### src/sv/gps_pkg.sv
// Gripper position sequencer: shared types and constants.
// Used by gripper_position_sequencer_unit; depends on nothing.
package gps_pkg;

	typedef enum logic [2:0] {
		PH_CAL_START   = 3'd0,
		PH_SEEK        = 3'd1,
		PH_TEST_TURN   = 3'd2,
		PH_GO_MAGNET   = 3'd3,
		PH_OPEN_TO_MAG = 3'd4,
		PH_CHECK       = 3'd5,
		PH_ROTATE      = 3'd6,
		PH_GRIP        = 3'd7
	} phase_t;

	localparam logic [2:0] K_TICK  = 3'd0;
	localparam logic [2:0] K_ANGLE = 3'd1;
	localparam logic [2:0] K_OPEN  = 3'd2;
	localparam logic [2:0] K_CLOSE = 3'd3;
	localparam logic [2:0] K_CAL   = 3'd4;

	localparam logic [1:0] REG_MARGIN = 2'd0;
	localparam logic [1:0] REG_SPEED  = 2'd1;
	localparam logic [1:0] REG_CPR    = 2'd2;

	localparam logic [9:0]  RST_MARGIN = 10'd5;
	localparam logic [7:0]  RST_SPEED  = 8'd50;
	localparam logic [17:0] RST_CPR    = 18'd59059;

	localparam logic [7:0] HALL_ABSENT = 8'd255;
	localparam logic [7:0] HALL_MAGNET = 8'd0;
	localparam logic [9:0] GRIP_BOOST  = 10'd50;
	localparam logic [9:0] HALF_EXTRA  = 10'd10;

	// degrees to ticks: a*C / (360*256) = ((a*C) >> 11) / 45
	// divide by 45 as multiply by ceil(2^29/45), exact for 23-bit dividends
	localparam int          RECIP_SHIFT = 29;
	localparam logic [23:0] RECIP_45    = 24'd11930465;

	typedef struct packed {
		logic        open_now;
		logic [31:0] target;
		logic [9:0]  speed;
		logic        speed_written;
		logic [2:0]  mode;
	} result_t;

endpackage

### src/sv/gripper_position_sequencer_unit.sv
// Gripper position sequencer top level: input stage, sequencer step, result register.
// Depends on gps_pkg.
//
//  channel | dir | handshake                      | word
//  s_axis  | in  | s_axis_tvalid / s_axis_tready  | tick or command
//  m_axis  | out | m_axis_tvalid / m_axis_tready  | one result per input word
//  cfg     | in  | cfg_valid / cfg_ready          | register index and value
//
// One word per cycle while the result is taken: the input register carries the degree
// product, the step divides it by 45 and updates the sequencer state.
// arst_n returns the sequencer state, config and valid flags to reset values; data registers are not reset.
// A stalled result holds; the input stage keeps accepting while the result
// register is free or being taken. cfg_ready is always high.
module gripper_position_sequencer_unit (
	input  logic        clk,
	input  logic        arst_n,
	input  logic        s_axis_tvalid,
	output logic        s_axis_tready,
	input  logic [55:0] s_axis_tdata,  // hall_value[7:0], encoder_position[39:8], angle_degrees[55:40]
	input  logic [2:0]  s_axis_tuser,  // kind[2:0]
	output logic        m_axis_tvalid,
	input  logic        m_axis_tready,
	output logic [47:0] m_axis_tdata,  // mode[2:0], speed_written[3], speed_command[13:4],
	                                   // motor_target[45:14], gripper_open[46], zero[47]
	input  logic        cfg_valid,
	output logic        cfg_ready,
	input  logic [1:0]  cfg_index,
	input  logic [17:0] cfg_data
);

	logic [9:0]  margin_q;
	logic [7:0]  speed_q;
	logic [17:0] cpr_q;

	gps_pkg::phase_t phase_q, nxt_phase;
	logic [17:0] now_q, nxt_now;
	logic [17:0] goal_q, nxt_goal;
	logic        open_now_q, nxt_open_now;
	logic        open_goal_q, nxt_open_goal;
	logic [31:0] target_q, nxt_target;
	logic [9:0]  spd_q, nxt_spd;
	logic        nxt_flag;

	logic        v_s1;
	logic [2:0]  kind_s1;
	logic [7:0]  hall_s1;
	logic [31:0] enc_s1;
	logic [33:0] prod_s1;

	logic              m_valid_q;
	gps_pkg::result_t  res_q, res_d;

	logic        advance;
	logic [46:0] recip_prod;

	assign cfg_ready     = 1'b1;
	assign advance       = !m_valid_q || m_axis_tready;
	assign s_axis_tready = !v_s1 || advance;
	assign m_axis_tvalid = m_valid_q;
	assign m_axis_tdata  = {1'b0, res_q};
	assign recip_prod    = prod_s1[33:11] * gps_pkg::RECIP_45;

	always_ff @(posedge clk or negedge arst_n) begin
		if (!arst_n) begin
			margin_q <= gps_pkg::RST_MARGIN;
			speed_q  <= gps_pkg::RST_SPEED;
			cpr_q    <= gps_pkg::RST_CPR;
		end else if (cfg_valid) begin
			case (cfg_index)
				gps_pkg::REG_MARGIN: margin_q <= cfg_data[9:0];
				gps_pkg::REG_SPEED:  speed_q  <= cfg_data[7:0];
				gps_pkg::REG_CPR:    cpr_q    <= cfg_data;
				default: ;
			endcase
		end
	end

	// input stage; degree product taken here so the step holds one multiply
	always_ff @(posedge clk or negedge arst_n) begin
		if (!arst_n) begin
			v_s1 <= 1'b0;
		end else if (s_axis_tready) begin
			v_s1 <= s_axis_tvalid;
		end
	end

	always_ff @(posedge clk) begin
		if (s_axis_tready && s_axis_tvalid) begin
			kind_s1 <= s_axis_tuser;
			hall_s1 <= s_axis_tdata[7:0];
			enc_s1  <= s_axis_tdata[39:8];
			prod_s1 <= s_axis_tdata[55:40] * cpr_q;
		end
	end

	function automatic logic turn_done(input logic [31:0] tgt, input logic [31:0] enc,
	                                   input logic [9:0] m, input logic grip);
		logic signed [32:0] d;
		logic signed [32:0] mm;
		d  = $signed({tgt[31], tgt}) - $signed({enc[31], enc});
		mm = $signed({23'd0, m});
		if (grip)
			return d <= mm;
		return d >= -mm;
	endfunction

	always_comb begin
		logic        mag;
		logic        drv_en, drv_grip;
		logic [7:0]  drv_mag;
		logic        tb_en, tb_grip;
		logic [15:0] tb_len;
		logic [7:0]  quarter;
		logic [9:0]  half_len;
		logic [9:0]  full;
		logic signed [18:0] d;
		logic [18:0] ad;
		logic [18:0] len;

		nxt_phase     = phase_q;
		nxt_now       = now_q;
		nxt_goal      = goal_q;
		nxt_open_now  = open_now_q;
		nxt_open_goal = open_goal_q;
		nxt_target    = target_q;
		nxt_spd       = spd_q;
		nxt_flag      = 1'b0;
		mag      = (hall_s1 == gps_pkg::HALL_MAGNET);
		drv_en   = 1'b0;
		drv_grip = 1'b0;
		drv_mag  = 8'd0;
		tb_en    = 1'b0;
		tb_grip  = 1'b0;
		tb_len   = 16'd0;
		quarter  = cpr_q[17:10];
		half_len = {1'b0, cpr_q[17:9]} + gps_pkg::HALF_EXTRA;
		full     = cpr_q[17:8];
		d        = $signed({1'b0, goal_q}) - $signed({1'b0, now_q});
		ad       = d[18] ? 19'(-d) : 19'(d);
		len      = (d <= 19'sd0) ? ad : ({9'd0, full} - ad);

		case (kind_s1)
			gps_pkg::K_TICK: begin
				case (phase_q)
					gps_pkg::PH_CAL_START: begin
						drv_en = 1'b1;
						if (hall_s1 == gps_pkg::HALL_ABSENT) begin
							nxt_phase = gps_pkg::PH_CHECK;
						end else if (mag) begin
							tb_en     = 1'b1;
							tb_grip   = 1'b1;
							tb_len    = {8'd0, quarter};
							nxt_phase = gps_pkg::PH_TEST_TURN;
						end else begin
							drv_mag   = speed_q;
							nxt_phase = gps_pkg::PH_SEEK;
						end
					end
					gps_pkg::PH_SEEK: begin
						if (mag) begin
							drv_en    = 1'b1;
							tb_en     = 1'b1;
							tb_grip   = 1'b1;
							tb_len    = {8'd0, quarter};
							nxt_phase = gps_pkg::PH_TEST_TURN;
						end
					end
					gps_pkg::PH_TEST_TURN: begin
						if (turn_done(target_q, enc_s1, margin_q, 1'b1)) begin
							drv_en = 1'b1;
							if (mag) begin
								tb_en     = 1'b1;
								tb_len    = {6'd0, half_len};
								nxt_phase = gps_pkg::PH_GO_MAGNET;
							end else begin
								drv_mag   = speed_q;
								drv_grip  = 1'b1;
								nxt_phase = gps_pkg::PH_OPEN_TO_MAG;
							end
						end
					end
					gps_pkg::PH_GO_MAGNET: begin
						if (turn_done(target_q, enc_s1, margin_q, 1'b0)) begin
							drv_en = 1'b1;
							if (mag) begin
								nxt_now      = {10'd0, quarter};
								nxt_open_now = 1'b1;
								nxt_phase    = gps_pkg::PH_CHECK;
							end else begin
								drv_mag   = speed_q;
								drv_grip  = 1'b1;
								nxt_phase = gps_pkg::PH_OPEN_TO_MAG;
							end
						end
					end
					gps_pkg::PH_OPEN_TO_MAG: begin
						if (mag) begin
							drv_en       = 1'b1;
							nxt_now      = {10'd0, quarter};
							nxt_open_now = 1'b1;
							nxt_phase    = gps_pkg::PH_CHECK;
						end
					end
					gps_pkg::PH_CHECK: begin
						if (ad > {9'd0, margin_q}) begin
							tb_en     = 1'b1;
							tb_len    = len[15:0];
							nxt_phase = gps_pkg::PH_ROTATE;
						end else if (open_goal_q != open_now_q) begin
							tb_en     = 1'b1;
							tb_grip   = 1'b1;
							tb_len    = {8'd0, quarter};
							nxt_phase = gps_pkg::PH_GRIP;
						end
					end
					gps_pkg::PH_ROTATE: begin
						if (turn_done(target_q, enc_s1, margin_q, 1'b0)) begin
							drv_en  = 1'b1;
							nxt_now = goal_q;
							if (open_goal_q != open_now_q) begin
								tb_en     = 1'b1;
								tb_grip   = 1'b1;
								tb_len    = {8'd0, quarter};
								nxt_phase = gps_pkg::PH_GRIP;
							end else begin
								nxt_phase = gps_pkg::PH_CHECK;
							end
						end
					end
					default: begin
						if (turn_done(target_q, enc_s1, margin_q, 1'b1)) begin
							nxt_open_now = open_goal_q;
							drv_en       = 1'b1;
							nxt_phase    = gps_pkg::PH_CHECK;
						end
					end
				endcase
			end
			gps_pkg::K_ANGLE: begin
				if (phase_q == gps_pkg::PH_CHECK)
					nxt_goal = recip_prod[46:gps_pkg::RECIP_SHIFT];
			end
			gps_pkg::K_OPEN: begin
				if (phase_q == gps_pkg::PH_CHECK)
					nxt_open_goal = 1'b1;
			end
			gps_pkg::K_CLOSE: begin
				if (phase_q == gps_pkg::PH_CHECK)
					nxt_open_goal = 1'b0;
			end
			gps_pkg::K_CAL: begin
				nxt_phase = gps_pkg::PH_CAL_START;
			end
			default: ;
		endcase

		// a turn is always the last action of a step
		if (tb_en) begin
			nxt_target = tb_grip ? (enc_s1 + {16'd0, tb_len}) : (enc_s1 - {16'd0, tb_len});
			if (tb_len > {6'd0, margin_q}) begin
				drv_en   = 1'b1;
				drv_mag  = speed_q;
				drv_grip = tb_grip;
			end
		end

		if (drv_en) begin
			nxt_flag = 1'b1;
			nxt_spd  = drv_grip ? ({2'd0, drv_mag} + gps_pkg::GRIP_BOOST)
			                    : (10'd0 - {2'd0, drv_mag});
		end

		res_d.mode          = nxt_phase;
		res_d.speed_written = nxt_flag;
		res_d.speed         = nxt_spd;
		res_d.target        = nxt_target;
		res_d.open_now      = nxt_open_now;
	end

	always_ff @(posedge clk or negedge arst_n) begin
		if (!arst_n) begin
			phase_q     <= gps_pkg::PH_CHECK;
			now_q       <= '0;
			goal_q      <= '0;
			open_now_q  <= 1'b1;
			open_goal_q <= 1'b1;
			target_q    <= '0;
			spd_q       <= '0;
			m_valid_q   <= 1'b0;
		end else if (advance) begin
			m_valid_q <= v_s1;
			if (v_s1) begin
				phase_q     <= nxt_phase;
				now_q       <= nxt_now;
				goal_q      <= nxt_goal;
				open_now_q  <= nxt_open_now;
				open_goal_q <= nxt_open_goal;
				target_q    <= nxt_target;
				spd_q       <= nxt_spd;
			end
		end
	end

	always_ff @(posedge clk) begin
		if (advance && v_s1)
			res_q <= res_d;
	end

endmodule

### config.mk
export PLATFORM = sky130hd
export DESIGN_NAME = gripper_position_sequencer_unit
export DESIGN_NICKNAME = d
export VERILOG_FILES = /design/src/sv/gps_pkg.sv /design/src/sv/gripper_position_sequencer_unit.sv
export SDC_FILE = /design/constraint.sdc
export NUM_CORES = 2
export LEC_CHECK = 0
export ABC_CLOCK_PERIOD_IN_PS = 23500
export BUFFER_PORTS_ARGS = -buffer_cell sky130_fd_sc_hd__buf_2
export CORE_ASPECT_RATIO = 1.75
export CORE_MARGIN = 8
export CORE_UTILIZATION = 40
export CTS_CLUSTER_DIAMETER = 120
export DETAILED_ROUTE_END_ITERATION = 7
export PLACE_DENSITY_LB_ADDON = 0.05
export SETUP_SLACK_MARGIN = 0.15
export SYNTH_ARGS = -nofsm -noshare
export SYNTH_HDL_FRONTEND = slang
export SYNTH_SLANG_ARGS = --single-unit
### constraint.sdc
create_clock -name clk -period 23.5 [get_ports clk]
set_input_delay 4.7 -clock clk [delete_from_list [all_inputs] [get_ports clk]]
set_output_delay 4.7 -clock clk [all_outputs]
set_load 0.01 [all_outputs]
# == Yosys cells after proc, flatten, opt, wreduce, memory -nomap -nowiden ==
# Index checks and enable logic that the tools add are counted.
# word_totals
out_inout_bits,51
regBits,245
word_cells,165
# classes
n_addsub,10
order_cmp,5
muxes,86
n_mul,2
n_reduce_logical,23
eq_ne,18
# op_table
cell,count
$mux W8,11
$pmux W16 S5,1
$mux W32,2
$mux W18,3
$pmux W18 S3,1
$mux W16,3
$mul A23 B24 Y47 const B,1
$mux W10,4
$mux W1,39
$mul A16 B18 Y34,1
$ge A33 B33 Y1,1
$le A33 B11 Y1,1
$neg A10 Y33,1
$sub A32 B32 Y33,1
$add A32 B16 Y32,1
$sub A32 B16 Y32,1
$mux W3,10
$pmux W8 S3,1
$pmux W3 S7,1
$gt A19 B10 Y1,1
$le A19 B1 Y1 const B,1
$mux W19,1
$neg A19 Y19,1
$sub A18 B18 Y19,1
34 further kinds,55

# == Logic depth before layout (Yosys ltp) ==
# logic_depth
ltp_word,15
ltp_mapped,46
mapped_depth_nobuf,43

# == Least setup slack after synthesis ==
# Ideal clock, no wire load.
# synth_timing
path_kind,input -> register
from,input s_axis_tdata[46]
to,"register prod_s1[33], data pin"
path_slack_ns,11.764
cell_stages,27
setup_time_ns,0.260
arrival_ns,11.476
path_cell_list,clkbuf_1 -> clkbuf_1 -> nand2_1 -> fa_1 -> inv_1 -> fa_1 -> ha_1 -> fa_1 -> inv_1 -> fa_1 -> fa_1 -> inv_1 -> ha_1 -> a2111oi_0 -> o21ai_0 -> a221o_1 -> a21oi_1 -> a2111o_1 -> nand3_1 -> o41ai_1 -> o21ai_0 -> nor4_1 -> o31ai_1 -> o21a_1 -> o21a_1 -> nor2_1 -> xnor2_1
# synth_between
elab_chain_cells,1
# synth_lines
item,line,text
start: declaration,gripper_position_sequencer_unit.sv:19,"input logic [55:0] s_axis_tdata,"
$mul A16 B18 Y34,gripper_position_sequencer_unit.sv:92,prod_s1 <= s_axis_tdata[55:40] * cpr_q;
end signal: assignment,gripper_position_sequencer_unit.sv:92,
end: declaration,gripper_position_sequencer_unit.sv:48,logic [33:0] prod_s1;
# Every way passes these cells.
# A chain may end at the register's enable or synchronous reset.

# == Final worst setup path ==
# layout_timing
from,register enc_s1[0]
to,"register res_q, in the netlist m_axis_tdata[45], data pin"
# layout_between
elab_chain_cells,11
elab_cells_between_ends,20
cone_classes,3 x add/sub; 2 x order compare; 15 x mux
# layout_lines
item,line,text
start: declaration,gripper_position_sequencer_unit.sv:47,logic [31:0] enc_s1;
start signal: assignment,gripper_position_sequencer_unit.sv:91,enc_s1 <= s_axis_tdata[39:8];
$sub A32 B32 Y33,gripper_position_sequencer_unit.sv:100,"d = $signed({tgt[31], tgt}) - $signed({enc[31], enc});"
$ge A33 B33 Y1 / $le A33 B11 Y1 (equally long branches),"gripper_position_sequencer_unit.sv:104, gripper_position_sequencer_unit.sv:103",
$mux W1,gripper_position_sequencer_unit.sv:104,return d >= -mm;
$mux W1,gripper_position_sequencer_unit.sv:144,case (phase_q)
$mux W1,gripper_position_sequencer_unit.sv:142,case (kind_s1)
$mux W10,gripper_position_sequencer_unit.sv:169,"if (turn_done(target_q, enc_s1, margin_q, 1'b1)) begin"
$pmux W16 S5,gripper_position_sequencer_unit.sv:144,
$mux W16,gripper_position_sequencer_unit.sv:142,
$sub A32 B16 Y32 / $add A32 B16 Y32 (equally long branches),gripper_position_sequencer_unit.sv:259,"nxt_target = tb_grip ? (enc_s1 + {16'd0, tb_len}) : (enc_s1 - {16'd0, tb_len});"
$mux W32,gripper_position_sequencer_unit.sv:259,
$mux W32 *,gripper_position_sequencer_unit.sv:258,if (tb_en) begin
net nxt_target[31],gripper_position_sequencer_unit.sv:40,"logic [31:0] target_q, nxt_target;"
end signal: assignment,gripper_position_sequencer_unit.sv:306,res_q <= res_d;
end: declaration,gripper_position_sequencer_unit.sv:51,"gps_pkg::result_t res_q, res_d;"
# Mark *: on every way through the listed nets, which the timed path passes. The rest lies on a longest branch. The select of a mux whose other input is x is not followed.

==> results.cfg <==
[status]
status = complete, no violations

[synthesis]
synth_area_per_cell_um2 = 9.26
yosys_most_used_dff = edfxtp_1
synth.yosys.warnings = 0
ys_seq_area_frac = 0.195
syn_area_um2 = 33100
synth_cell_types = 101
async_flop_share = 0.517
synthCells = 3573
netlist_top_cells_area = fa_1 22%, ha_1 17%, edfxtp_1 10%, dfrtp_1 7.7%, inv_1 6.4%
synth_edf_count = 113
ys_ff_latch = 234
yosysTopAreaCell = fa_1
synth.net_count = 4476
synth_top_area_frac = 0.219

[place]
gp_congestion = 0.883
port-buffer-count = 132
placed_cells = 4671
dp_hpwl_mm = 79.2

[setup_path]
required_ps = 23800
path_max_fanout = 9
reg2reg_depth = 41
max_stage_delay_ps = 680
cp.arrival_ps = 12470
crit_type = register to register
crit_slowest_cell = o41ai_1
start_kind = register
cp-end-kind = register

[route]
drt_iter0_drc = 1179
post_drt_wl_per_cell_um = 20.5
first_pass_iters = 5
drc = 0
wl_mm = 96.8
vias_per_cell = 5.38
route.antenna.remaining_nets = 0
num_vias = 25400

[timing]
max_freq_ghz = 0.0822
fin_hold_ws_ps = 483
finalMaxSlewViolations = 0
min_period_ps = 12170
worstMarginPinSlew_ps = 1120
final_hold_viol_count = 0
setup_viol = 0
finalClockSkew_ps = 47.8
rsz0062_at_grt = false
slew_headroom = 0.255
finalCritPeriodShare = 0.518
setup-tns-final_ps = 0

[global_routing]
use_met3 = 0.0173
gr-usage-met1 = 0.239
grt_first_pass_wirelength_mm = 155
grt.busiest_layer = met2
grt_pass1_vias = 27800
track_usage = 0.212
grt_remaining_overflow = 0
antenna_found_initial = 3
met2_usage = 0.411
grt_max_degree = 67

[finish]
fin_nets = 4547
nFillCells = 8093
drive_gt1_frac = 0.0914
area_growth_pct = 8.18
multi_input_comb_area_um2 = 24100
seqCellArea_um2 = 6440
final_util = 0.436
instances_no_fill = 4724

[flow_run]
maxCapViolCount = 0

[cts]
post_cts_buffers = 0
path_clk_slew_ps = 60
clock_latency_ps = 620
cts_hold_buf = 0
cts_made_buffers = 28
htreeDepth = 1
cts_sinks = 234
clock_path_buffers = 3
cts-root-buf = clkbuf_16
tritoncts = done
cts_resized = 0

[floorplan]
die_y_um = 396
dieArea_um2 = 92500
start_util = 0.403
io_pins = 135
coreArea_um2 = 82100
rows = 139
die_w_um = 233

[worst_hold_path]
holdCritPathClass = register to register
hold_path_depth = 2
cells in the final DEF, fill, tap and decap left out, types with 48 or more instances in the layout:
master / synthesis / final
a21o_1: 56 / 56
a21oi_1: 131 / 131
and2_1: 108 / 107
buf_2: 5 / 131
dfrtp_1: 102 / 102
edfxtp_1: 113 / 113
fa_1: 362 / 362
ha_1: 457 / 457
inv_1: 566 / 566
mux2_2: 72 / 72
nand2_1: 432 / 432
nand3_1: 48 / 48
nor2_1: 142 / 141
nor3_1: 61 / 61
o21ai_0: 141 / 141
xnor2_1: 103 / 103
Yosys cell counts, drive strengths merged, types with 7 or more instances:
cell type  instances
and3              21
a31oi             27
a21oi            132
edfxtp           113
a22o              13
buf               14
o211ai             8
or3               32
nor3              62
nand3             48
a211o             11
dfrtp            102
a21o              56
o41ai             11
o21a              25
fa               362
nor2             143
a221oi            14
nand2b            38
ha               457
nor4              23
nand2            433
a211oi            27
o21ai            146
nor2b             28
xor2              36
nand3b            13
nand4             24
mux2              74
dfstp             19
o32ai              8
inv              567
clkbuf           101
a21boi             9
mux2i             15
o22ai              7
or2               10
nor3b              9
xnor2            103
and2             109
o21bai            11
a2111oi            7
o31ai             15
routing by layer:
metal,part of all wire,vias up
met5,0.00021,-
met4,0.033,4
met3,0.028,177
met2,0.54,458
met1,0.39,12600
li1,-,12200
metrics by stage:
step,instance area (um^2),setup WS (ps)
floorplan,33100,11760
global placement,34800,10950
detailed placement,34800,10880
CTS,35800,11400
global route,35800,10690
finish,35800,11330
flip-flops by register name, summed over array words and instances (netlist names), 3 cells and up:
register / count
goal_q: 18
now_q: 18
speed_q: 8
enc_s1: 32
spd_q: 10
kind_s1: 3
target_q: 32
margin_q: 10
hall_s1: 8
phase_q: 3
m_axis_tdata: 47
prod_s1: 23
cpr_q: 18
logic make-up after synthesis:
kind of cell | Yosys count | synth area share
simple gates | 1017 | 0.149
fa+ha+maj | 819 | 0.392
buf+inv | 683 | 0.0789
compound gates | 590 | 0.118
flops | 234 | 0.195
xor+xnor | 139 | 0.0368
mux | 89 | 0.0301
other cells | 2 | 0.000227
path summary, 6_finish.rpt:
kind | slack (ps) | endpoint | startpoint
min in group asynchronous | 4040 | target_q[15]$_DFFE_PN0P_ | arst_n
setup reg to reg | 11330 | m_axis_tdata[45]$_DFFE_PP_ | enc_s1[0]$_DFFE_PP_
max in group asynchronous | 18130 | margin_q[9]$_DFFE_PN0P_ | arst_n
hold reg to reg | 480 | now_q[3]$_DFFE_PN0P_ | now_q[3]$_DFFE_PN0P_
hold / removal | 480 | now_q[3]$_DFFE_PN0P_ | now_q[3]$_DFFE_PN0P_
setup / recovery | 11330 | m_axis_tdata[45]$_DFFE_PP_ | enc_s1[0]$_DFFE_PP_
worst max-delay path, delay by kind of cell (launching register included):
family,cells,cell delay (ps)
compound gates,23,6710
fa+ha+maj,4,1430
flops,1,410
xor+xnor,1,160
simple gates,13,3120
cell type report:
cell class / instances / share of cell area
Sequential cell: 234 / 0.180
Clock inverter: 20 / 0.00752
Clock buffer: 32 / 0.0200
Timing Repair Buffer: 156 / 0.0237
Inverter: 568 / 0.0596
Multi-Input combinational cell: 2656 / 0.672
Antenna cell: 1 / 0.0000699
Tap cell: 1057 / 0.0370
Power is left out: the tool's default activity adds up to more than one toggle a clock period on the data nets, which glitch-free logic cannot reach.
